===== config.mk =====
export PLATFORM = sky130hd
export DESIGN_NAME = gni_floor
export DESIGN_NICKNAME = d
export VERILOG_FILES = /design/src/sv/gni_pkg.sv /design/src/sv/gni_floor.sv
export SDC_FILE = /design/constraint.sdc
export NUM_CORES = 2
export LEC_CHECK = 0
export BUFFER_PORTS_ARGS = -buffer_cell sky130_fd_sc_hd__buf_2
export CORE_MARGIN = 2
export CORE_UTILIZATION = 35
export CTS_BUF_LIST = sky130_fd_sc_hd__clkbuf_4
export DETAILED_ROUTE_END_ITERATION = 8
export SLEW_MARGIN = 20
export SYNTH_ARGS = -nofsm -noshare
export SYNTH_HDL_FRONTEND = slang
export SYNTH_SLANG_ARGS = --single-unit
export TNS_END_PERCENT = 1

===== constraint.sdc =====
create_clock -name clk -period 6.71 [get_ports clk]
set_input_delay 1.342 -clock clk [delete_from_list [all_inputs] [get_ports clk]]
set_output_delay 1.342 -clock clk [all_outputs]
set_load 0.05 [all_outputs]

===== src/sv/gni_pkg.sv =====
// ----------------------------------------------------------------------------
// gni_pkg
// Shared constants, register indexes and types of the grid neighbour indexer.
// ----------------------------------------------------------------------------
package gni_pkg;

	// field widths
	localparam int LON_W   = 29;   // lon_micro
	localparam int LAT_W   = 28;   // lat_micro
	localparam int OLON_W  = 19;   // cell_lon, lon_origin
	localparam int OLAT_W  = 18;   // cell_lat, lat_origin
	localparam int CELLS_W = 16;   // lon_cells, lat_cells
	localparam int BL_W    = 13;   // border_limit
	localparam int IDX_W   = 32;   // cell_index
	localparam int CFG_W   = 19;   // widest register
	localparam int ADDR_W  = 3;

	// cell arithmetic
	localparam int CELL_UM = 5000;       // cell size in micro-degrees
	localparam int CELL_MD = 5;          // cell size in thousandths
	localparam int Q_OFF   = 53688;      // bias on the cell number, keeps it positive
	localparam int U_OFF   = Q_OFF * CELL_UM;
	localparam int C_OFF   = Q_OFF * CELL_MD;

	localparam int U_W     = 30;         // biased coordinate
	localparam int Q_W     = 17;         // biased cell number
	localparam int R_W     = 14;         // remainder before correction (0..9999)
	localparam int C_W     = 20;         // corner, signed
	localparam int D_W     = 13;         // edge distance
	localparam int REL_W   = 21;         // corner minus origin, signed
	localparam int LIM_W   = 19;         // 5 * cells

	// floor(u / 5000) estimate: (u * RECIP_UM) >> RECIP_UM_SH, low by at most one
	localparam longint RECIP_UM    = 64'd879609302;
	localparam int     RECIP_UM_SH = 42;

	// x / 5 for x below 2^19: (x * RECIP_MD) >> RECIP_MD_SH, exact
	localparam int REL5_W      = 19;
	localparam int RECIP_MD_W  = 20;
	localparam int RECIP_MD    = 838861;
	localparam int RECIP_MD_SH = 22;

	localparam logic [BL_W-1:0] BORDER_RESET = BL_W'(1000);

	typedef enum logic [ADDR_W-1:0] {
		REG_LON_ORIGIN   = 3'd0,
		REG_LON_CELLS    = 3'd1,
		REG_LAT_ORIGIN   = 3'd2,
		REG_LAT_CELLS    = 3'd3,
		REG_BORDER_LIMIT = 3'd4
	} cfg_reg_t;

	typedef enum logic [1:0] {
		STEP_NONE = 2'd0,
		STEP_DOWN = 2'd1,
		STEP_UP   = 2'd2
	} step_t;

	typedef struct packed {
		logic signed [OLON_W-1:0]  lon_origin;
		logic        [CELLS_W-1:0] lon_cells;
		logic signed [OLAT_W-1:0]  lat_origin;
		logic        [CELLS_W-1:0] lat_cells;
		logic        [BL_W-1:0]    border_limit;
	} cfg_t;

	typedef struct packed {
		logic signed [C_W-1:0] c;   // corner, thousandths
		logic        [D_W-1:0] d;   // distance to west/south edge, micro-degrees
	} axis_t;

	typedef struct packed {
		logic        [IDX_W-1:0] idx;
		logic signed [C_W-1:0]   clon;
		logic signed [C_W-1:0]   clat;
		logic [2:0]              lon_in;   // bit 0 minus side, 1 home, 2 plus side
		logic [2:0]              lat_in;
		logic                    w;
		logic                    e;
		logic                    s;
		logic                    n;
	} loc_t;

	typedef struct packed {
		logic                 status;
		logic [IDX_W-1:0]     index;
		logic [OLAT_W-1:0]    cell_lat;
		logic [OLON_W-1:0]    cell_lon;
	} res_t;

endpackage


===== src/sv/gni_floor.sv =====
// ----------------------------------------------------------------------------
// gni_floor
// Floors both coordinates to a cell: corner in thousandths, edge distance.
// ----------------------------------------------------------------------------
module gni_floor (
	input  logic                                clk,
	input  logic                                arst_n,
	input  logic                                en,
	input  logic                                in_valid,
	input  logic signed [gni_pkg::LON_W-1:0]    lon_micro,
	input  logic signed [gni_pkg::LAT_W-1:0]    lat_micro,
	output logic                                out_valid,
	output gni_pkg::axis_t                      lon,
	output gni_pkg::axis_t                      lat
);
	localparam int UW = gni_pkg::U_W;
	localparam int QW = gni_pkg::Q_W;
	localparam int RW = gni_pkg::R_W;
	localparam int CW = gni_pkg::C_W;
	localparam int DW = gni_pkg::D_W;
	localparam int PW = 2 * UW;

	logic v_s1, v_s2, v_s3, v_s4;

	logic [UW-1:0] u_in  [2];
	logic [UW-1:0] u_s1  [2];
	logic [PW-1:0] prod  [2];
	logic [UW-1:0] u_s2  [2];
	logic [QW-1:0] qe_s2 [2];
	logic [UW-1:0] diff  [2];
	logic [RW-1:0] r_s3  [2];
	logic [QW-1:0] q_s3  [2];
	logic          ge    [2];
	logic [QW-1:0] qc    [2];
	logic [CW-1:0] q5    [2];
	logic [CW-1:0] c_nx  [2];
	logic [DW-1:0] d_nx  [2];
	logic [CW-1:0] c_s4  [2];
	logic [DW-1:0] d_s4  [2];

	// bias both lanes so the floor becomes an unsigned divide
	assign u_in[0] = UW'(lon_micro) + UW'(gni_pkg::U_OFF);
	assign u_in[1] = UW'(lat_micro) + UW'(gni_pkg::U_OFF);

	always_comb begin
		for (int i = 0; i < 2; i++) begin
			prod[i] = PW'(u_s1[i]) * PW'(gni_pkg::RECIP_UM);
			diff[i] = u_s2[i] - UW'(qe_s2[i]) * UW'(gni_pkg::CELL_UM);
			ge[i]   = r_s3[i] >= RW'(gni_pkg::CELL_UM);
			qc[i]   = q_s3[i] + QW'(ge[i]);
			q5[i]   = CW'(qc[i]) * CW'(gni_pkg::CELL_MD);
			c_nx[i] = q5[i] - CW'(gni_pkg::C_OFF);
			d_nx[i] = ge[i] ? DW'(r_s3[i] - RW'(gni_pkg::CELL_UM)) : DW'(r_s3[i]);
		end
	end

	always_ff @(posedge clk or negedge arst_n) begin
		if (!arst_n) begin
			v_s1 <= 1'b0;
			v_s2 <= 1'b0;
			v_s3 <= 1'b0;
			v_s4 <= 1'b0;
		end else if (en) begin
			v_s1 <= in_valid;
			v_s2 <= v_s1;
			v_s3 <= v_s2;
			v_s4 <= v_s3;
		end
	end

	always_ff @(posedge clk) begin
		if (en) begin
			for (int i = 0; i < 2; i++) begin
				u_s1[i]  <= u_in[i];
				u_s2[i]  <= u_s1[i];
				qe_s2[i] <= prod[i][gni_pkg::RECIP_UM_SH +: QW];
				q_s3[i]  <= qe_s2[i];
				r_s3[i]  <= diff[i][RW-1:0];
				c_s4[i]  <= c_nx[i];
				d_s4[i]  <= d_nx[i];
			end
		end
	end

	assign out_valid = v_s4;
	assign lon.c = $signed(c_s4[0]);
	assign lon.d = d_s4[0];
	assign lat.c = $signed(c_s4[1]);
	assign lat.d = d_s4[1];

endmodule


==> results.md <==
- Status: finished, violations left
- Failing checks: negative setup slack
- Clk buf depth: 3
- Worst path cell trace: buf_4 > ha_1 > fa_1 > fa_1 > fa_1 > fa_1 > fa_2 > fa_1 > inv_1 > fa_1 > inv_1 > ha_4 > and4_1 > nand4_1 > or4_4 > a41oi_2 > o21a_4 > buf_4 > a21o_1 > o21ai_1 > nor2b_2 > xnor2_1
- Port Buf Inserts: 127
- Crit-path max FO: 7
- Core area: 0.125 mm²
- Critical Path End Type: register
- Routed Antenna Nets: 0
- Main combinational cell family by area after synthesis: adder cells
- Post-Syn Nets: 5689
- Cts hold-fix bufs: 0
- Vias in the first global route: 31.3k
- Clock Latency Late Sink: 1000 ps
- Simple logic cell fraction of the synthesized area: 4.53%
- Gr usage total: 17.1%
- FP Rows: 130
- Arrival time at the worst endpoint: 7650 ps
- Grt total ovfl: 0
- Clock Tree Root: clkbuf_4
- Synth Area in Compound Gates: 5.21%
- Most frequent CP cell: fa_1
- First-pass GRT wire length: 171 mm
- FF+latch count, synth: 253
- Synth area leader: fa_1
- Die area: 0.129 mm²
- PnR worst setup slack: -250 ps
- Slowest CP cell: fa_1
- Via/cell ratio: 4.56
- Synth top area cells: fa_1, ha_1, edfxtp_1
- CTS tree: done
- Drt drc: 0
- Max_slew headroom: 42.7%
- Clock sink total: 253
- Post-Synth Adder-Cell Area: 58.5%
- Hold Violations, Final: 0
- Final setup viols: 29
- Placed insts: 6197
- Delay of the slowest cell on the worst path: 560 ps
- CP Data Required Time: 7400 ps
- Die Span Y: 359 µm
- RSZ-0062 raised after global routing: true
- Max cap viols: 0
- Final RePlAce weighted congestion: 0.925
- Post-synth EDFFs: 249
- Layout area overhead: 16.8%
- I/O pin cnt: 128
- Layout cells sized above 1: 16.2%
- Setup Crit Path Kind: reg -> reg
- DP HPWL: 96.0 mm
- Netlist cell types: 70
- CP delay by family, top: adder cells
- Clk_skew: 76.4 ps
- Starting Density: 35.2%
- Fin crit share: 104%
- Total negative setup slack: -4070 ps
- Fin crit period: 6960 ps
- Final std cells w/o fill: 6356
- Initial antenna violation count: 17
- Main synth FF type: edfxtp_1
- Final wirelength: 108 mm
- Drt pass-1 iters: 5
- CTS clk-pin slew, worst paths: 60 ps
- Sequential-to-total area share from yosys stat: 17.1%
- H-tree levels: 3
- Xor/xnor share of the synthesized area: 4.30%
- Die W: 359 µm
- Nets: 6301
- Slew @ Worst Pin: 859 ps
- Leading cell type in the layout, fill and taps excluded: inv_1
- Total CTS buffers: 80
- Post-synthesis area per instance: 11.0 µm²
- Mux contribution to synthesized area: 0.215%
- Commonest cells after routing, fill and taps aside: inv_1, ha_1, fa_1, buf_4, edfxtp_1
- Worst path bufs/invs: 4
- Synth Instances: 4027
- Largest net degree at the start of global routing: 119
- DRT iter0 DRCs: 1209
- Warnings from Yosys: 0
- Max-slew violations: 0
- Asr flop ratio synth: 1.58%
- Top achievable clock speed: 144 MHz
- Vias: 29.0k
- Post-Syn Area: 0.0442 mm²
- Startpoint type of the worst setup path: register
- Worst hold path type: in -> async
- Drt wl/cell: 16.9 µm
- Area fraction of the dominant cell type after synthesis: 35.1%
sequential cells by signal, summed over array words and instances (netlist names), 26 cells and up:
register	cells
u_s1	59
c_s4	40
q_s3	34
qe_s2	34
r_s3	28
u_s2	28
d_s4	26
timing repair:
action                                  4_1_cts  5_1_grt
endpoints found under the setup margin       33       35
pin swaps                                    14       17
gates resized for setup                      37       40
buffers inserted                              4        6
path summary, 6_finish.rpt:
path                                        startpoint               endpoint  slack, ps  cells after the start
min in group clk                qe_s2[0][12]$_DFFE_PP_  q_s3[0][12]$_DFFE_PP_        400                      0
worst max register to register   u_s1[0][11]$_DFFE_PP_  qe_s2[0][9]$_DFFE_PP_       -250                     22
worst max-delay path             u_s1[0][11]$_DFFE_PP_  qe_s2[0][9]$_DFFE_PP_       -250                     22
worst min-delay path                            arst_n  out_valid$_DFFE_PN0P_        200                      1
max in group asynchronous                       arst_n       v_s3$_DFFE_PN0P_       6400                      1
worst min register to register  qe_s2[0][12]$_DFFE_PP_  q_s3[0][12]$_DFFE_PP_        400                      0
through the flow:
step	hold WS, ps	worst slack, ps	util (%)	area [µm²]
3_5_place_dp	405	-459	40.0	50200
6_report	196	-250	41.2	51600
2_1_floorplan	400	-36.6	-	44300
4_1_cts	46.2	-282	41.0	51400
5_1_grt	87.1	-433	41.2	51600
3_3_place_gp	401	-464	40.0	50200
cells by family (layout without fill, tap and decap cells):
| kind of cell | after synthesis | in the layout |
|---|---|---|
| buf+inv | 1191 | 1865 |
| mux | 9 | 9 |
| fa+ha+maj | 1601 | 1601 |
| xor+xnor | 217 | 217 |
| flops | 253 | 253 |
| simple gates | 408 | 408 |
| compound gates | 348 | 348 |
| other cells | 0 | 5 |
synthesized netlist by cell type (all sizes together) (10+ instances only):
cell	instances
a21boi	10
nand2b	14
inv	1185
and2	19
edfxtp	249
nor3	30
a211oi	11
fa	775
o21bai	21
a21o	54
a21oi	110
o211ai	13
xor2	76
nand3	39
and3	22
nand4	19
o21ai	56
xnor2	141
ha	826
or3	10
nand2	104
nor2	108
nor2b	15
o21a	17
layout make-up:
| cell class | count | area, µm² |
|---|---|---|
| fill | 12100 | 73800 |
| clock buffer | 110 | 826 |
| tap | 1650 | 2060 |
| sequential | 253 | 7580 |
| inverter | 1185 | 4450 |
| clock inverter | 34 | 211 |
| multi-input combinational | 2583 | 32600 |
| timing repair buffer | 536 | 3920 |
| antenna | 5 | 12.5 |
metal layers:
metal  vias to the layer above  GRT usage, %  part of all wire [%]
met2                       532          28.1                    47
li1                      14000             -                     -
met3                       162          3.69                   5.2
met1                     14300          22.7                    45
met5                         -             0                  0.13
met4                        24          4.70                   2.4
Power is not shown: default switching activity piles up to over one toggle a cycle in this logic, so the estimate is an artifact.
