<file path="config.mk">
export PLATFORM = sky130hd
export DESIGN_NAME = gni_locate
export DESIGN_NICKNAME = d
export VERILOG_FILES = /design/src/sv/gni_pkg.sv /design/src/sv/gni_locate.sv
export SDC_FILE = /design/constraint.sdc
export NUM_CORES = 2
export LEC_CHECK = 0
export BUFFER_PORTS_ARGS = -buffer_cell sky130_fd_sc_hd__buf_2
export CAP_MARGIN = 20
export CORE_ASPECT_RATIO = 1.1
export CORE_MARGIN = 2
export CORE_UTILIZATION = 37
export CTS_CLUSTER_SIZE = 8
export DETAILED_ROUTE_END_ITERATION = 16
export SYNTH_ARGS = -nofsm -noshare
export SYNTH_HDL_FRONTEND = slang
export SYNTH_SLANG_ARGS = --single-unit
</file>
<file path="constraint.sdc">
create_clock -name clk -period 10.2 [get_ports clk]
set_input_delay 0.51 -clock clk [delete_from_list [all_inputs] [get_ports clk]]
set_output_delay 0.51 -clock clk [all_outputs]
set_load 0.01 [all_outputs]
</file>
<file path="src/sv/gni_pkg.sv">
// ----------------------------------------------------------------------------
// gni_pkg
// Shared constants, register indexes and types of the grid neighbour indexer.
// ----------------------------------------------------------------------------
package gni_pkg;

	// field widths
	localparam int LON_W   = 29;   // lon_micro
	localparam int LAT_W   = 28;   // lat_micro
	localparam int OLON_W  = 19;   // cell_lon, lon_origin
	localparam int OLAT_W  = 18;   // cell_lat, lat_origin
	localparam int CELLS_W = 16;   // lon_cells, lat_cells
	localparam int BL_W    = 13;   // border_limit
	localparam int IDX_W   = 32;   // cell_index
	localparam int CFG_W   = 19;   // widest register
	localparam int ADDR_W  = 3;

	// cell arithmetic
	localparam int CELL_UM = 5000;       // cell size in micro-degrees
	localparam int CELL_MD = 5;          // cell size in thousandths
	localparam int Q_OFF   = 53688;      // bias on the cell number, keeps it positive
	localparam int U_OFF   = Q_OFF * CELL_UM;
	localparam int C_OFF   = Q_OFF * CELL_MD;

	localparam int U_W     = 30;         // biased coordinate
	localparam int Q_W     = 17;         // biased cell number
	localparam int R_W     = 14;         // remainder before correction (0..9999)
	localparam int C_W     = 20;         // corner, signed
	localparam int D_W     = 13;         // edge distance
	localparam int REL_W   = 21;         // corner minus origin, signed
	localparam int LIM_W   = 19;         // 5 * cells

	// floor(u / 5000) estimate: (u * RECIP_UM) >> RECIP_UM_SH, low by at most one
	localparam longint RECIP_UM    = 64'd879609302;
	localparam int     RECIP_UM_SH = 42;

	// x / 5 for x below 2^19: (x * RECIP_MD) >> RECIP_MD_SH, exact
	localparam int REL5_W      = 19;
	localparam int RECIP_MD_W  = 20;
	localparam int RECIP_MD    = 838861;
	localparam int RECIP_MD_SH = 22;

	localparam logic [BL_W-1:0] BORDER_RESET = BL_W'(1000);

	typedef enum logic [ADDR_W-1:0] {
		REG_LON_ORIGIN   = 3'd0,
		REG_LON_CELLS    = 3'd1,
		REG_LAT_ORIGIN   = 3'd2,
		REG_LAT_CELLS    = 3'd3,
		REG_BORDER_LIMIT = 3'd4
	} cfg_reg_t;

	typedef enum logic [1:0] {
		STEP_NONE = 2'd0,
		STEP_DOWN = 2'd1,
		STEP_UP   = 2'd2
	} step_t;

	typedef struct packed {
		logic signed [OLON_W-1:0]  lon_origin;
		logic        [CELLS_W-1:0] lon_cells;
		logic signed [OLAT_W-1:0]  lat_origin;
		logic        [CELLS_W-1:0] lat_cells;
		logic        [BL_W-1:0]    border_limit;
	} cfg_t;

	typedef struct packed {
		logic signed [C_W-1:0] c;   // corner, thousandths
		logic        [D_W-1:0] d;   // distance to west/south edge, micro-degrees
	} axis_t;

	typedef struct packed {
		logic        [IDX_W-1:0] idx;
		logic signed [C_W-1:0]   clon;
		logic signed [C_W-1:0]   clat;
		logic [2:0]              lon_in;   // bit 0 minus side, 1 home, 2 plus side
		logic [2:0]              lat_in;
		logic                    w;
		logic                    e;
		logic                    s;
		logic                    n;
	} loc_t;

	typedef struct packed {
		logic                 status;
		logic [IDX_W-1:0]     index;
		logic [OLAT_W-1:0]    cell_lat;
		logic [OLON_W-1:0]    cell_lon;
	} res_t;

endpackage

</file>
<file path="src/sv/gni_locate.sv">
// ----------------------------------------------------------------------------
// gni_locate
// Places the cell in the grid: edge flags, neighbour membership, cell index.
// ----------------------------------------------------------------------------
module gni_locate (
	input  logic            clk,
	input  logic            arst_n,
	input  logic            en,
	input  gni_pkg::cfg_t   cfg,
	input  logic            in_valid,
	input  gni_pkg::axis_t  lon,
	input  gni_pkg::axis_t  lat,
	output logic            out_valid,
	output gni_pkg::loc_t   loc
);
	localparam int RLW = gni_pkg::REL_W;
	localparam int LW  = gni_pkg::LIM_W;
	localparam int DW  = gni_pkg::D_W;
	localparam int CW  = gni_pkg::C_W;
	localparam int CLW = gni_pkg::CELLS_W;
	localparam int IW  = gni_pkg::IDX_W;
	localparam int MW  = gni_pkg::REL5_W + gni_pkg::RECIP_MD_W;

	function automatic logic in_span(logic signed [RLW-1:0] rel, logic signed [RLW:0] off,
			logic [LW-1:0] lim);
		logic signed [RLW:0] t;
		t = (RLW+1)'(rel) + off;
		return !t[RLW] && (t < $signed((RLW+1)'(lim)));
	endfunction

	logic v_s5, v_s6, v_s7;

	logic signed [RLW-1:0] rel_lon_s5, rel_lat_s5;
	logic signed [CW-1:0]  clon_s5, clat_s5, clon_s6, clat_s6, clon_s7, clat_s7;
	logic                  w_s5, e_s5, s_s5, n_s5, w_s6, e_s6, s_s6, n_s6;
	logic                  w_s7, e_s7, s_s7, n_s7;
	logic [DW-1:0]         lon_far, lat_far;

	logic [LW-1:0]         lim_lon, lim_lat;
	logic [MW-1:0]         pcol, prow;
	logic signed [RLW:0]   step;
	logic [2:0]            lon_in_s6, lat_in_s6, lon_in_s7, lat_in_s7;
	logic [CLW-1:0]        col_s6, row_s6;
	logic [IW-1:0]         idx_s7;

	assign lon_far = DW'(gni_pkg::CELL_UM) - lon.d;
	assign lat_far = DW'(gni_pkg::CELL_UM) - lat.d;

	assign lim_lon = LW'(cfg.lon_cells) * LW'(gni_pkg::CELL_MD);
	assign lim_lat = LW'(cfg.lat_cells) * LW'(gni_pkg::CELL_MD);
	assign step    = (RLW+1)'(gni_pkg::CELL_MD);

	// column and row are only used when the home cell is inside, so rel is small
	assign pcol = MW'(rel_lon_s5[gni_pkg::REL5_W-1:0]) * MW'(gni_pkg::RECIP_MD);
	assign prow = MW'(rel_lat_s5[gni_pkg::REL5_W-1:0]) * MW'(gni_pkg::RECIP_MD);

	always_ff @(posedge clk or negedge arst_n) begin
		if (!arst_n) begin
			v_s5 <= 1'b0;
			v_s6 <= 1'b0;
			v_s7 <= 1'b0;
		end else if (en) begin
			v_s5 <= in_valid;
			v_s6 <= v_s5;
			v_s7 <= v_s6;
		end
	end

	always_ff @(posedge clk) begin
		if (en) begin
			rel_lon_s5 <= RLW'($signed(lon.c)) - RLW'(cfg.lon_origin);
			rel_lat_s5 <= RLW'($signed(lat.c)) - RLW'(cfg.lat_origin);
			clon_s5    <= lon.c;
			clat_s5    <= lat.c;
			w_s5       <= lon.d < cfg.border_limit;
			e_s5       <= lon_far < cfg.border_limit;
			s_s5       <= lat.d < cfg.border_limit;
			n_s5       <= lat_far < cfg.border_limit;

			lon_in_s6  <= {in_span(rel_lon_s5, step, lim_lon),
				in_span(rel_lon_s5, '0, lim_lon),
				in_span(rel_lon_s5, -step, lim_lon)};
			lat_in_s6  <= {in_span(rel_lat_s5, step, lim_lat),
				in_span(rel_lat_s5, '0, lim_lat),
				in_span(rel_lat_s5, -step, lim_lat)};
			col_s6     <= pcol[gni_pkg::RECIP_MD_SH +: CLW];
			row_s6     <= prow[gni_pkg::RECIP_MD_SH +: CLW];
			clon_s6    <= clon_s5;
			clat_s6    <= clat_s5;
			w_s6       <= w_s5;
			e_s6       <= e_s5;
			s_s6       <= s_s5;
			n_s6       <= n_s5;

			idx_s7     <= IW'(row_s6) * IW'(cfg.lon_cells) + IW'(col_s6);
			lon_in_s7  <= lon_in_s6;
			lat_in_s7  <= lat_in_s6;
			clon_s7    <= clon_s6;
			clat_s7    <= clat_s6;
			w_s7       <= w_s6;
			e_s7       <= e_s6;
			s_s7       <= s_s6;
			n_s7       <= n_s6;
		end
	end

	assign out_valid  = v_s7;
	assign loc.idx    = idx_s7;
	assign loc.clon   = clon_s7;
	assign loc.clat   = clat_s7;
	assign loc.lon_in = lon_in_s7;
	assign loc.lat_in = lat_in_s7;
	assign loc.w      = w_s7;
	assign loc.e      = e_s7;
	assign loc.s      = s_s7;
	assign loc.n      = n_s7;

endmodule

</file>
==> results.cfg <==
[grt]
grt_max_degree = 78
grt_first_pass_wirelength_mm = 132
grt.total_usage_pct = 16.8
overflow = 0
grt_pass1_vias = 25600
antenna_found_initial = 5

[setup_path]
crit_path_top_delay_cell = edfxtp_1
crit_path_cell_trace = and2_1 > fa_1 > inv_1 > fa_1 > fa_1 > fa_1 > inv_1 > fa_1 > inv_1 > fa_1 > inv_1 > ha_1 > and3_1 > a31oi_1 > a211oi_1 > o211ai_1 > a21oi_1 > nor4_1 > nor3_1 > xor2_1
worstPathMaxFanout = 16
setup.worst_path.class = flop to flop
cp-end-kind = flop
crit_arrival_ns = 7.05
worst_path_most_repeated_cell = fa_1
r2r_cells = 20
start_kind = flop
crit_end = idx_s7[28]$_DFFE_PP_
worstReg2RegEnd = idx_s7[28]$_DFFE_PP_
cp_top_family = adder cells
worst_path_largest_cell_delay_ns = 0.67
timing.rr.start = row_s6[7]$_DFFE_PP_
critPathLaunch = row_s6[7]$_DFFE_PP_
crit_required_ns = 10.53
critical_path_depth = 20
r2r_slack_ns = 3.48
cp.buffers_inverters = 4

[clock_tree]
clockRootBuffer = clkbuf_16
clk_latency_ns = 0.60
htreeDepth = 2
clock_sinks = 253
clockBufferDepth = 3
clk_pin_slew_ns = 0.06
cts-resized-gates = 0
cts_buffers = 40
cts_tree = yes

[logic_synthesis]
synthesis.instances = 3504
syn_nets = 4741
ys_seq_elements = 253
seq_area_frac_synth_pct = 21.3
synth_area_sq_mm = 0.0356
ys_warn_count = 0
synth_flop_cell = edfxtp_1
syn_area_per_cell_sq_um = 10.2
ys_async_sr_fraction_pct = 1.19
synthDistinctLibCells = 79
synth_edf_count = 250

[sta]
slew_headroom_pct = 33.0
period_share_pct = 65.9
final_max_slew_viol_count = 0
tns_ns = 0
setup_ws_ns = 3.48
setup_viol = 0
worstMarginPinSlew_ns = 1.00
clock_skew_ns = 0.0292
fin_crit_ns = 6.72
hold_violations = 0
rsz0062_at_grt = no
fmax_ghz = 0.149

[drt]
wl_mm = 80.6
drc = 0
ant_nets = 0
wl_per_cell_microns = 16.0
dr.pass1.iters = 5
vias = 24100
drt_iter0_drc = 843
vias_per_cell = 4.79

[floorplanning]
chipWidth_microns = 300
die_h_microns = 329
dieArea_sq_mm = 0.0987
core_area_sq_mm = 0.0956
start_util_pct = 37.2
io_pins = 235
std_cell_rows = 119

[layout]
fill_cells = 9493
register_area_sq_mm = 0.00758
multi_input_area_sq_mm = 0.0248
syn2layout_area_growth_pct = 10.7
finalNetCount = 4982
drive_above_1_share_pct = 8.70

[placed_design]
globalplace.congestion = 0.872
portBuffers = 234
dp_hpwl_mm = 66.8
place_ws_ns = 3.42

[worst_hold_path]
whs_path_depth = 1
hold_path_class = input pin to flop

[flow_run]
maxCapViolations = 0

[outcome]
status = completed
## synth_stat cells (34+ instances only)
cell / instances / area [sq um]
nor2b_1: 34 / 213
xor2_1: 52 / 455
edfxtp_1: 250 / 7510
xnor2_1: 152 / 1330
fa_1: 412 / 8250
nand2_1: 212 / 796
a21oi_1: 125 / 626
inv_1: 812 / 3050
nand3_1: 39 / 195
and2_1: 127 / 795
clkbuf_1: 35 / 131
nand2b_1: 37 / 231
ha_1: 673 / 8420
a21o_1: 99 / 743
nor2_1: 81 / 304
nand4_1: 35 / 219
o21ai_0: 67 / 335
## metal layers
metal	vias up	wire length (microns)	GRT usage, %
met5	-	0	0
met4	0	1470	3.90
met3	84	3110	2.28
met2	383	40700	30.4
met1	11800	35300	21.0
li1	11900	-	-
## per-stage QoR
| step | hold WS, ns | instance area, sq um | util (%) | cells |
|---|---|---|---|---|
| 2_1_floorplan | 0.214 | 35600 | - | 3504 |
| 3_3_place_gp | 0.306 | 38200 | 40.0 | 4972 |
| 3_5_place_dp | 0.308 | 38200 | 40.0 | 4972 |
| 4_1_cts | 0.0446 | 39400 | 41.2 | 5030 |
| 5_1_grt | 0.0668 | 39400 | 41.2 | 5032 |
| 6_report | 0.0956 | 39400 | 41.2 | 5032 |
## cell usage in the layout (no fill, tap or decap), drive strengths merged, types with 13 or more instances in the layout
cell	count
a211oi	17
a21o	100
a21oi	129
and2	128
and3	13
buf	237
clkbuf	47
edfxtp	250
fa	412
ha	673
inv	813
nand2	212
nand2b	37
nand3	39
nand4	35
nor2	81
nor2b	34
nor3	31
o21a	17
o21ai	85
or3	16
xnor2	152
xor2	52
## worst min-delay path by stage
| stage | from | end | slack (ns) |
|---|---|---|---|
| finish | lat[13] | clat_s5[0]$_DFFE_PP_ | 0.1 |
| global route | lat[13] | clat_s5[0]$_DFFE_PP_ | 0.07 |
| CTS | lat[13] | clat_s5[0]$_DFFE_PP_ | 0.04 |
| detailed placement | arst_n | out_valid$_DFFE_PN0P_ | 0.31 |
| global placement | arst_n | out_valid$_DFFE_PN0P_ | 0.31 |
| floorplan | arst_n | out_valid$_DFFE_PN0P_ | 0.21 |
## registers in the layout, summed over array words and instances, names as in the netlist, 3 cells and up
signal,count
col_s6,16
idx_s7,32
rel_lon_s5,21
clat_s7,20
row_s6,16
clon_s6,20
clon_s7,20
clon_s5,20
rel_lat_s5,21
lon_in_s6,3
clat_s5,20
lat_in_s6,3
clat_s6,20
lat_in_s7,3
lon_in_s7,3
## cell families after synthesis
| kind of cell | share of synthesized area, % |
|---|---|
| xor+xnor | 5.02 |
| buf+inv | 9.03 |
| simple gates | 9.42 |
| compound gates | 8.23 |
| flops | 21.3 |
| mux | 0.179 |
| fa+ha+maj | 46.8 |
## repair_timing
item | 4_1_cts | 5_1_grt
buffers inserted | 0 | 0
hold buffers | 1 | 0
endpoints found under the hold margin | 3 | 0
## final cells by class
cell class,count,area share [%]
antenna,2,0.0127
clock buffer,47,2.63
clock inverter,10,0.283
inverter,813,7.75
multi-input combinational,2399,63.0
sequential,253,19.2
tap,1270,4.03
timing repair buffer,238,3.08
Power is not shown: default switching activity piles up to over one toggle a cycle in this logic, so the estimate is an artifact.
