$ cat config.mk
export PLATFORM = sky130hd
export DESIGN_NAME = gni_emit
export DESIGN_NICKNAME = d
export VERILOG_FILES = /design/src/sv/gni_pkg.sv /design/src/sv/gni_emit.sv
export SDC_FILE = /design/constraint.sdc
export NUM_CORES = 1
export LEC_CHECK = 0
export BUFFER_PORTS_ARGS = -buffer_cell sky130_fd_sc_hd__buf_2
export CORE_MARGIN = 3
export CORE_UTILIZATION = 44
export DETAILED_ROUTE_END_ITERATION = 8
export GPL_ROUTABILITY_DRIVEN = 1
export RECOVER_POWER = 25
export SYNTH_ARGS = -nofsm -noshare
export SYNTH_HDL_FRONTEND = slang
export SYNTH_SLANG_ARGS = --single-unit
$ cat constraint.sdc
create_clock -name clk -period 4.8 [get_ports clk]
set_input_delay 0.48 -clock clk [delete_from_list [all_inputs] [get_ports clk]]
set_output_delay 0.48 -clock clk [all_outputs]
set_load 0.03 [all_outputs]
$ cat src/sv/gni_pkg.sv
// ----------------------------------------------------------------------------
// gni_pkg
// Shared constants, register indexes and types of the grid neighbour indexer.
// ----------------------------------------------------------------------------
package gni_pkg;

	// field widths
	localparam int LON_W   = 29;   // lon_micro
	localparam int LAT_W   = 28;   // lat_micro
	localparam int OLON_W  = 19;   // cell_lon, lon_origin
	localparam int OLAT_W  = 18;   // cell_lat, lat_origin
	localparam int CELLS_W = 16;   // lon_cells, lat_cells
	localparam int BL_W    = 13;   // border_limit
	localparam int IDX_W   = 32;   // cell_index
	localparam int CFG_W   = 19;   // widest register
	localparam int ADDR_W  = 3;

	// cell arithmetic
	localparam int CELL_UM = 5000;       // cell size in micro-degrees
	localparam int CELL_MD = 5;          // cell size in thousandths
	localparam int Q_OFF   = 53688;      // bias on the cell number, keeps it positive
	localparam int U_OFF   = Q_OFF * CELL_UM;
	localparam int C_OFF   = Q_OFF * CELL_MD;

	localparam int U_W     = 30;         // biased coordinate
	localparam int Q_W     = 17;         // biased cell number
	localparam int R_W     = 14;         // remainder before correction (0..9999)
	localparam int C_W     = 20;         // corner, signed
	localparam int D_W     = 13;         // edge distance
	localparam int REL_W   = 21;         // corner minus origin, signed
	localparam int LIM_W   = 19;         // 5 * cells

	// floor(u / 5000) estimate: (u * RECIP_UM) >> RECIP_UM_SH, low by at most one
	localparam longint RECIP_UM    = 64'd879609302;
	localparam int     RECIP_UM_SH = 42;

	// x / 5 for x below 2^19: (x * RECIP_MD) >> RECIP_MD_SH, exact
	localparam int REL5_W      = 19;
	localparam int RECIP_MD_W  = 20;
	localparam int RECIP_MD    = 838861;
	localparam int RECIP_MD_SH = 22;

	localparam logic [BL_W-1:0] BORDER_RESET = BL_W'(1000);

	typedef enum logic [ADDR_W-1:0] {
		REG_LON_ORIGIN   = 3'd0,
		REG_LON_CELLS    = 3'd1,
		REG_LAT_ORIGIN   = 3'd2,
		REG_LAT_CELLS    = 3'd3,
		REG_BORDER_LIMIT = 3'd4
	} cfg_reg_t;

	typedef enum logic [1:0] {
		STEP_NONE = 2'd0,
		STEP_DOWN = 2'd1,
		STEP_UP   = 2'd2
	} step_t;

	typedef struct packed {
		logic signed [OLON_W-1:0]  lon_origin;
		logic        [CELLS_W-1:0] lon_cells;
		logic signed [OLAT_W-1:0]  lat_origin;
		logic        [CELLS_W-1:0] lat_cells;
		logic        [BL_W-1:0]    border_limit;
	} cfg_t;

	typedef struct packed {
		logic signed [C_W-1:0] c;   // corner, thousandths
		logic        [D_W-1:0] d;   // distance to west/south edge, micro-degrees
	} axis_t;

	typedef struct packed {
		logic        [IDX_W-1:0] idx;
		logic signed [C_W-1:0]   clon;
		logic signed [C_W-1:0]   clat;
		logic [2:0]              lon_in;   // bit 0 minus side, 1 home, 2 plus side
		logic [2:0]              lat_in;
		logic                    w;
		logic                    e;
		logic                    s;
		logic                    n;
	} loc_t;

	typedef struct packed {
		logic                 status;
		logic [IDX_W-1:0]     index;
		logic [OLAT_W-1:0]    cell_lat;
		logic [OLON_W-1:0]    cell_lon;
	} res_t;

endpackage

$ cat src/sv/gni_emit.sv
// ----------------------------------------------------------------------------
// gni_emit
// Picks the cells to report for one position and sends them one beat each.
// ----------------------------------------------------------------------------
module gni_emit (
	input  logic                 clk,
	input  logic                 arst_n,
	input  logic [gni_pkg::CELLS_W-1:0] lon_cells,
	input  logic                 in_valid,
	output logic                 in_ready,
	input  gni_pkg::loc_t        loc,
	output logic                 out_valid,
	input  logic                 out_ready,
	output gni_pkg::res_t        out_res,
	output logic                 out_last
);
	localparam int CW  = gni_pkg::C_W;
	localparam int IW  = gni_pkg::IDX_W;
	localparam int CLW = gni_pkg::CELLS_W;

	function automatic gni_pkg::res_t make_cell(logic signed [CW-1:0] clon,
			logic signed [CW-1:0] clat, logic [IW-1:0] idx, logic [CLW-1:0] cols,
			gni_pkg::step_t dx, gni_pkg::step_t dy);
		gni_pkg::res_t r;
		logic signed [CW-1:0] x, y;
		logic [IW-1:0] ix;
		x  = clon;
		y  = clat;
		ix = idx;
		case (dx)
			gni_pkg::STEP_DOWN: begin
				x  = clon - CW'(gni_pkg::CELL_MD);
				ix = ix - IW'(1);
			end
			gni_pkg::STEP_UP: begin
				x  = clon + CW'(gni_pkg::CELL_MD);
				ix = ix + IW'(1);
			end
			default: ;
		endcase
		case (dy)
			gni_pkg::STEP_DOWN: begin
				y  = clat - CW'(gni_pkg::CELL_MD);
				ix = ix - IW'(cols);
			end
			gni_pkg::STEP_UP: begin
				y  = clat + CW'(gni_pkg::CELL_MD);
				ix = ix + IW'(cols);
			end
			default: ;
		endcase
		r.status   = 1'b0;
		r.index    = ix;
		r.cell_lat = y[gni_pkg::OLAT_W-1:0];
		r.cell_lon = x[gni_pkg::OLON_W-1:0];
		return r;
	endfunction

	gni_pkg::res_t cand [4];
	logic          ok   [4];
	gni_pkg::res_t list [4];
	logic [2:0]    n_nx;

	gni_pkg::res_t ent_q [4];
	logic [2:0]    cnt_q;

	gni_pkg::step_t hx, vy, ddx, ddy;
	logic           h_ok, v_ok, d_ok, home_in;
	logic           load, beat;

	always_comb begin
		home_in = loc.lon_in[1] && loc.lat_in[1];

		hx   = gni_pkg::STEP_NONE;
		h_ok = 1'b0;
		if (loc.w) begin
			hx   = gni_pkg::STEP_DOWN;
			h_ok = loc.lon_in[0];
		end else if (loc.e) begin
			hx   = gni_pkg::STEP_UP;
			h_ok = loc.lon_in[2];
		end

		vy   = gni_pkg::STEP_NONE;
		v_ok = 1'b0;
		if (loc.s) begin
			vy   = gni_pkg::STEP_DOWN;
			v_ok = loc.lat_in[0];
		end else if (loc.n) begin
			vy   = gni_pkg::STEP_UP;
			v_ok = loc.lat_in[2];
		end

		ddx  = gni_pkg::STEP_NONE;
		ddy  = gni_pkg::STEP_NONE;
		d_ok = 1'b0;
		if (loc.w && loc.s) begin
			ddx  = gni_pkg::STEP_DOWN;
			ddy  = gni_pkg::STEP_DOWN;
			d_ok = loc.lon_in[0] && loc.lat_in[0];
		end else if (loc.w && loc.n) begin
			ddx  = gni_pkg::STEP_DOWN;
			ddy  = gni_pkg::STEP_UP;
			d_ok = loc.lon_in[0] && loc.lat_in[2];
		end else if (loc.e && loc.s) begin
			ddx  = gni_pkg::STEP_UP;
			ddy  = gni_pkg::STEP_DOWN;
			d_ok = loc.lon_in[2] && loc.lat_in[0];
		end else if (loc.e && loc.n) begin
			ddx  = gni_pkg::STEP_UP;
			ddy  = gni_pkg::STEP_UP;
			d_ok = loc.lon_in[2] && loc.lat_in[2];
		end

		cand[0] = make_cell(loc.clon, loc.clat, loc.idx, lon_cells,
			gni_pkg::STEP_NONE, gni_pkg::STEP_NONE);
		cand[1] = make_cell(loc.clon, loc.clat, loc.idx, lon_cells, hx, gni_pkg::STEP_NONE);
		cand[2] = make_cell(loc.clon, loc.clat, loc.idx, lon_cells, gni_pkg::STEP_NONE, vy);
		cand[3] = make_cell(loc.clon, loc.clat, loc.idx, lon_cells, ddx, ddy);
		ok[0]   = 1'b1;
		ok[1]   = home_in && h_ok;
		ok[2]   = home_in && v_ok;
		ok[3]   = home_in && d_ok;

		// outside the grid: a single status beat with zero payload
		if (!home_in) begin
			cand[0]        = '0;
			cand[0].status = 1'b1;
		end

		for (int i = 0; i < 4; i++)
			list[i] = '0;
		n_nx = '0;
		for (int i = 0; i < 4; i++) begin
			if (ok[i]) begin
				list[n_nx[1:0]] = cand[i];
				n_nx            = n_nx + 3'd1;
			end
		end
	end

	assign out_valid = cnt_q != 3'd0;
	assign out_last  = cnt_q == 3'd1;
	assign out_res   = ent_q[0];
	assign beat      = out_valid && out_ready;
	assign in_ready  = (cnt_q == 3'd0) || (out_last && out_ready);
	assign load      = in_valid && in_ready;

	always_ff @(posedge clk or negedge arst_n) begin
		if (!arst_n) begin
			cnt_q <= '0;
		end else if (load) begin
			cnt_q <= n_nx;
		end else if (beat) begin
			cnt_q <= cnt_q - 3'd1;
		end
	end

	always_ff @(posedge clk) begin
		if (load) begin
			for (int i = 0; i < 4; i++)
				ent_q[i] <= list[i];
		end else if (beat) begin
			for (int i = 0; i < 3; i++)
				ent_q[i] <= ent_q[i+1];
		end
	end

endmodule

==> impl_results.md, run 1 <==
- Max-capacitance violation count: 1
- Clock Skew: 0.01825 ns
- Final core utilization: approximately 54%
- Peak supply drop: 270.4 µV
- Detailed-route via count: roughly 23,000
- Critical path launch point type: input port
- Setup violators final: 0
- Port bufs: 171
- Biggest area consumer among synthesized cells: edfxtp_1
- Wl on met1: 35,950 µm
- Residual overflow from global routing: 0
- Top routing layer used: met5
- Share of Yosys cell area claimed by the top area cell type: between 30% and 40%
- Worst EP arrival: roughly 5 ns
- Least-Margin Pin Slew: ~2.4 ns
- Failing checks: max-capacitance violations, max-slew violations
- Die span in x: 234.3 µm
- Full die area: between 50,000 and 60,000 µm²
- Routed Antenna Nets: 0
- Routability congestion estimate from global placement: around 0.98
- Clk_lat worst skew: approximately 0.58 ns
- Initial Util: approximately 45%
- Pwr per Cell Area: around 360 nW/µm²
- Cell mode on critical path: and3_1
- Gate Count Post-Synth: roughly 2,700
- Crit Path Class: in -> reg
- Relative slew slack: -62.62%
- Iter 0 DRT Violations: between 2,000 and 3,000
- Ys async rst share: under 10%
- Avg Cell Area, Syn: around 8.5 µm²
- FF+latch count, synth: between 200 and 300
- CTS sink cnt: 280
- CP max FO: 5
- Nets@finish: about 3,200
- DP Wirelength: 60,540 µm
- Crit. End Element: flip-flop
- Max incr delay on CP: ~0.57 ns
- R2r endpoint: ent_q[2][2]$_DFFE_PP_
- Slew Viols, Final: 97
- Die H: roughly 230 µm
- Hold crit path type: in -> async
- RSZ-0062 raised after global routing: false
- Met2 wire len: ~38,000 µm
- CTS tree: built
- WL final: around 84,000 µm
- Core area: between 50,000 and 60,000 µm²
- Area Overhead vs Synth: 20.53%
- Yosys cell types: 98
- DRC: 0
- Num CTS Buffers: 30
- Met3 Wirelength: 7264 µm
- Synth Cell Area: around 23,000 µm²
- Required time worst endpoint: between 5 and 6 ns
- Top FF cell, synth: edfxtp_1
- Crit-path cells: buf_2, or4_4, or2_1, or4_1, xnor2_1, nand2_1, a22o_1, ha_1, and3_1, and3_1, and3_1, buf_4, o21ai_2, a21oi_1, o31a_1, o31a_1, a211oi_1, a21o_1
- Top cells by area, synth: edfxtp_1 36%, nand2_1 5.7%, nor2_1 5.1%
- Share of cells above drive strength 1: 19.34%
- Pleak: 11.01 nW
- Placed Cells: ~3,700
- Max frequency: approximately 220 MHz
- Setup bufs post-CTS: 0
- Reg-to-reg slack, setup: about 0.96 ns
- Yosys warning total: 0
- Reg2Reg Depth: 5
- Final Power: 10.04 mW
- First-pass DRT Iterations: 6
- FILL cells: around 4,900
- Worst hold slack: between 0.2 and 0.25 ns
- Fin cells: about 3,700
- Tot GR Track Use: between 20 and 30%
- Number of synthesized flops with an enable pin: roughly 280
- CTS HTree Levels: 1
- Site Rows: just over 80
- Initial antenna violation count: 3
- CP startpoint: loc[56]
- Worst-path clk slew: around 0.07 ns
- Fin crit share: between 90% and 100%
- Synthesized net count: a little under 3,000
- Longest Clk Path Bufs: 3
- Vias per cell: approximately 6
- Final instance area: around 28,000 µm²
- CP max stage cell: or4_4
- Num ports: 175
- Status: finished, violations left
- Minimum clock period: between 4 and 5 ns
- Clock Root Buffer: clkbuf_16
- Hold Violations, Final: 0
- Vias in the first global route: ~21,000
- Largest net degree at the start of global routing: roughly 100
- WL/cell: ~22 µm
- Post-synthesis sequential area ratio: between 30% and 40%
- Cell Area, Placed: ~27,000 µm²
- First-pass GRT wire length: around 130,000 µm
- Reg2reg start: cnt_q[0]$_DFFE_PN0P_
[power by group]
part	internal (mW)	switching, mW
sequential	3.54	0.188
combinational	1.29	2.54
clock	1.45	1.03
[sequential cells by signal, indices dropped and copies added, names as in the netlist]
| signal | cells |
|---|---|
| cnt_q | 3 |
| ent_q | 277 |
[cell usage in the layout (no fill, tap or decap), types with 31 or more instances in the layout]
cell type and n:
buf_4 356, nand2_1 349, nor2_1 306, edfxtp_1 277, a21oi_1 182, o21ai_0 179, xnor2_1 103, xor2_1 101
buf_2 99, nand3_1 82, clkbuf_1 75, ha_1 74, a211oi_1 57, a21o_1 53, mux2i_1 52, inv_1 46
nor3_1 44, a31oi_1 43, a221oi_1 41, clkbuf_16 31
[synthesized netlist by cell type, drive strengths merged (6+ instances only)]
master	number
xor2	102
and3	25
o22ai	22
mux2	23
o21ai	188
nor4	17
a221oi	42
nand4	25
ha	77
a21oi	183
a222oi	7
o31ai	14
a221o	12
o211ai	18
o31a	13
inv	48
nand2b	13
or3	15
o21bai	10
nand2	351
and2	25
xnor2	104
a22oi	22
a211oi	59
nor2	312
o21a	23
a31oi	44
a22o	21
o22a	6
edfxtp	277
or4	9
o221ai	14
nor3b	9
mux2i	54
and4	9
clkbuf	181
a21boi	7
a21o	53
nor3	49
nor2b	12
nand3	84
buf	50
[routing by layer]
metal / global-route usage (%) / up-vias
met2: 46.92 / 1008
met5: 0 / -
li1: - / 10668
met3: 5.041 / 162
met4: 10.73 / 2
met1: 41.08 / 10868
[what timing repair did]
action,CTS,global route
hold buffers,1,0
resized for setup,0,9
setup endpoints to repair,0,37
hold endpoints to repair,3,0
[worst max-delay path, delay by kind of cell]
family	cells	cell delay, ns
AO/OA/AOI/OAI	7	1.76
XOR/XNOR	1	0.16
adder cells (fa/ha/maj)	1	0.31
buffers and inverters	2	0.27
AND/OR/NAND/NOR	7	2.01
[metrics by stage]
step                      TNS (ns)  setup slack, ns
after global placement      -13.43          -0.5055
after global routing             0         0.005771
final                            0           0.2555
after CTS                        0          0.06624
after detailed placement    -16.47          -0.5622
after floorplan           -0.04379         -0.04379
[worst max path at each step]
stage                                  end  slack [ns]  cells after the start
CTS                 ent_q[1][62]$_DFFE_PP_        0.07                     21
global placement    ent_q[1][62]$_DFFE_PP_       -0.51                     21
finish              ent_q[0][61]$_DFFE_PP_        0.26                     18
global route        ent_q[1][68]$_DFFE_PP_       0.006                     25
detailed placement  ent_q[2][62]$_DFFE_PP_       -0.56                     22
floorplan           ent_q[2][66]$_DFFE_PP_       -0.04                     22
[logic make-up after synthesis]
logic type	count (synthesis)	synth area share, %
DFF	280	36.60
buffers and inverters	280	4.704
muxes	77	3.520
adders and majority gates	79	4.376
and+or+nand+nor	971	19.27
xor gates and xnor gates	206	7.934
AOI/OAI and AO/OA	814	23.59
[layout make-up]
type                    count  area, µm²  share of cell area [%]
diodes                      2      5.005                 0.01811
inverters                  49      183.9                  0.6655
repair buffers            534       3568                   12.91
clock inverters            22      246.5                  0.8919
well taps                 680      850.8                   3.079
flip-flops and latches    280       8393                   30.37
clock buffers              34      787.0                   2.848
multi-input cells        2147      13600                   49.22
No activity file was read; power rests on OpenSTA's default activity.
==> inputs of run 2 (changes only) <==
--- a/config.mk
+++ b/config.mk
@@ -5,11 +5,13 @@
 export SDC_FILE = /design/constraint.sdc
 export NUM_CORES = 1
 export LEC_CHECK = 0
+export ABC_AREA = 1
 export BUFFER_PORTS_ARGS = -buffer_cell sky130_fd_sc_hd__buf_2
 export CORE_MARGIN = 3
-export CORE_UTILIZATION = 44
+export CORE_UTILIZATION = 50
 export DETAILED_ROUTE_END_ITERATION = 8
 export GPL_ROUTABILITY_DRIVEN = 1
+export PLACE_DENSITY = 0.68
 export RECOVER_POWER = 25
 export SYNTH_ARGS = -nofsm -noshare
 export SYNTH_HDL_FRONTEND = slang
==> run 2 against run 1 <==
Net effect: the flow still finishes with violations (max-capacitance violations, max-slew violations); combinational power is 19% higher; sequential power up 16%; synthesized area is 9.8% higher; synthesized cell count grew 42%; largest power group unchanged.
==> impl_results.md, run 2 <==
- Status: finished, violations left (unchanged)
- Failing checks: max-capacitance violations, max-slew violations (unchanged)
- Ys async rst share: 1.071% (unchanged)
- Crit Path Class: reg -> reg (was in -> reg)
- Relative slew slack: -108.7% (was -62.62%)
- Die H: 230.4 µm (was 234.3 µm)
- Avg Cell Area, Syn: 6.564 µm² (was 8.470 µm²)
- Largest net degree at the start of global routing: 193 (was 98)
- DP Wirelength: 66,150 µm (was 60,540 µm)
- Initial Util: 51.03% (was 44.61%)
- Least-Margin Pin Slew: 3.131 ns (was 2.439 ns)
- Reg-to-reg slack, setup: 0.38 ns (was 0.96 ns)
- Worst-path clk slew: 0.06 ns (was 0.07 ns)
- Top cells by area, synth: edfxtp_1 33%, nand2_1 19%, nand3_1 7.5% (was edfxtp_1 36%, nand2_1 5.7%, nor2_1 5.1%)
- Fin crit share: 92.04% (was 94.68%)
- Most frequent cells in the layout: 1,261 x nand2_1, 424 x nor2_1, 389 x inv_1 (was 356 x buf_4, 349 x nand2_1, 306 x nor2_1)
- Final core utilization: 55.93% (was 53.76%)
- Final Power: 11.16 mW (was 10.04 mW)
- Most frequent cell after synthesis: nand2_1 (unchanged)
- Initial antenna violation count: 2 (was 3)
- Num ports: 175 (unchanged)
- Crit. End Element: flip-flop (unchanged)
- # hold bufs at CTS: 1 (unchanged)
- RSZ-0062 raised after global routing: false (unchanged)
- Biggest area consumer among synthesized cells: edfxtp_1 (unchanged)
- Hold Violations, Final: 0 (unchanged)
- Tot GR Track Use: 33.76% (was 29.72%)
- Routability congestion estimate from global placement: 1.062 (was 0.9775)
- Detailed-route via count: 26,396 (was 22,708)
- Biggest regs: ent_q: 277 flops, cnt_q: 3 flops (unchanged)
- Pleak: 12.59 nW (was 11.01 nW)
- Worst hold slack: 0.08814 ns (was 0.2396 ns)
- Full die area: 53,100 µm² (was 54,890 µm²)
- Clock Skew: 0.01345 ns (was 0.01825 ns)
- DRC: 0 (unchanged)
- Cell Area, Placed: 26,750 µm² (was 26,650 µm²)
- FILL cells: 5,108 (was 4,862)
- CTS resizes: 0 (unchanged)
- CP max FO: 47 (was 5)
- CTS HTree Levels: 1 (unchanged)
- Die span in x: 230.4 µm (was 234.3 µm)
- Worst EP arrival: 4.66 ns (was 5.00 ns)
- Peak supply drop: 445.3 µV (was 270.4 µV)
- Critical path launch point type: flip-flop (was input port)
- Post-synthesis sequential area ratio: 33.32% (was 36.60%)
- Final setup margin: 0.3819 ns (was 0.2555 ns)
- Vias in the first global route: 24,263 (was 21,407)
- Area Overhead vs Synth: 9.608% (was 20.53%)
- Required time worst endpoint: 5.04 ns (was 5.26 ns)
- Hold endpoint: cnt_q[2]$_DFFE_PN0P_
- Routed Antenna Nets: 0 (unchanged)
- Hold Crit Depth: 2
- Top FF cell, synth: edfxtp_1 (unchanged)
- Hold_sp: out_ready
- Num CTS Buffers: 31 (was 30)
- Slew Viols, Final: 48 (was 97)
- R2r endpoint: ent_q[3][44]$_SDFFCE_PN0P_ (was ent_q[2][2]$_DFFE_PP_)
- Setup_tns: 0 ns (unchanged)
- Residual overflow from global routing: 0 (unchanged)
- Synth Cell Area: 25,190 µm² (was 22,930 µm²)
- Fin cells: 4,623 (was 3,748)
- WL final: 91,770 µm (was 83,780 µm)
- Reg2reg start: cnt_q[1]$_DFFE_PN0P_ (was cnt_q[0]$_DFFE_PN0P_)
- Most frequent cells after synthesis: 1,262 x nand2_1, 427 x nor2_1, 390 x inv_1 (was 351 x nand2_1, 311 x nor2_1, 277 x edfxtp_1)
- Site Rows: 81 (was 83)
- Yosys cell types: 63 (was 98)
- Biggest register: ent_q (unchanged)
- Reg2Reg Depth: 10 (was 5)
- Vias per cell: 5.710 (was 6.059)
- Share of cells above drive strength 1: 7.255% (was 19.34%)
- Pwr per Cell Area: 404.2 nW/µm² (was 363.2 nW/µm²)
- Max reg flops: 277 (unchanged)
- Minimum clock period: 4.418 ns (was 4.545 ns)
- Setup bufs post-CTS: 0 (unchanged)
- Port bufs: 171 (unchanged)
- Setup violators final: 0 (unchanged)
- Nets@finish: 4,114 (was 3,223)
- Yosys warning total: 0 (unchanged)
- Placed Cells: 4,563 (was 3,689)
- Final instance area: 27,610 µm² (was 27,640 µm²)
- DP Worst Slack: 0.1954 ns (was -0.5622 ns)
- Max frequency: 226.3 MHz (was 220.0 MHz)
- Gate Count Post-Synth: 3,837 (was 2,707)
- Number of synthesized flops with an enable pin: 277 (unchanged)
- Clk_lat worst skew: 0.62 ns (was 0.58 ns)
- Commonest non-fill, non-tap cell in the layout: nand2_1 (was buf_4)
- Synthesized net count: 4,018 (was 2,888)
- Clock Root Buffer: clkbuf_16 (unchanged)
- Iter 0 DRT Violations: 2,662 (was 2,656)
- CTS tree: built (unchanged)
- First-pass DRT Iterations: 6 (unchanged)
- CTS sink cnt: 280 (unchanged)
- Share of Yosys cell area claimed by the top area cell type: 33.03% (was 36.28%)
- First-pass GRT wire length: 141,100 µm (was 126,600 µm)
- Longest Clk Path Bufs: 3 (unchanged)
- FF+latch count, synth: 280 (unchanged)
- Hold crit path type: in -> reg (was in -> async)
- Max-capacitance violation count: 1 (unchanged)
- Core area: 49,360 µm² (was 51,410 µm²)
- WL/cell: 19.85 µm (was 22.35 µm)
run 2: logic make-up (layout without fill, tap and decap cells):
kind of cell	Yosys count	after routing	share of synthesized area (%)
buffers and inverters	598	717	9.419
xor gates and xnor gates	106	106	3.686
adders and majority gates	79	79	3.984
DFF	280	280	33.32
and+or+nand+nor	2208	2208	36.59
muxes	1	1	0.03974
AOI/OAI and AO/OA	565	565	12.96
other	0	3	0
run 2: how the worst max path moves through the flow:
| stage | start | to |
|---|---|---|
| 4_1_cts | lon_cells[2] | ent_q[0][57]$_DFFE_PP_ |
| 3_3_place_gp | lon_cells[2] | ent_q[0][57]$_DFFE_PP_ |
| 3_5_place_dp | lon_cells[2] | ent_q[2][53]$_DFFE_PP_ |
| 2_1_floorplan | cnt_q[0]$_DFFE_PN0P_ | cnt_q[0]$_DFFE_PN0P_ |
| 6_report | cnt_q[1]$_DFFE_PN0P_ | ent_q[3][44]$_SDFFCE_PN0P_ |
| 5_1_grt | cnt_q[1]$_DFFE_PN0P_ | cnt_q[1]$_DFFE_PN0P_ |
run 2: worst max-delay path, cell delays in order, from the launching register on:
cell	delay (ns)
dfrtp_1	0.36
inv_1	0.10
ha_1	0.16
inv_1	0.04
nor2_1	0.13
nand2_1	0.07
nand2_1	0.07
nand2_1	0.06
clkinv_2	0.06
clkbuf_1	2.21
buf_4	0.75
run 2: power by group:
part	leakage, nW	switching (mW)	internal [mW]	total [mW]
clock	0.466	1.02	1.27	2.28
combinational	9.34	3.39	1.17	4.56
sequential	2.79	0.247	4.07	4.31
total	12.6	4.65	6.51	11.2
run 2: routing by layer:
metal / share of wire [%] / track usage (%) / wire [µm]
met5: 0 / 0 / 0
met1: 41 / 44.83 / 37890
met2: 45 / 54.71 / 41410
met4: 5.2 / 16.33 / 4758
met3: 8.4 / 4.232 / 7709
run 2: layout make-up:
cell class	count	area (µm²)	share of cell area, %
clock inverters	9	60.06	0.2175
flip-flops and latches	280	8393	30.40
repair buffers	246	1401	5.076
well taps	664	830.8	3.009
diodes	3	7.507	0.02719
inverters	415	1572	5.693
clock buffers	47	885.9	3.209
multi-input cells	2959	14460	52.37
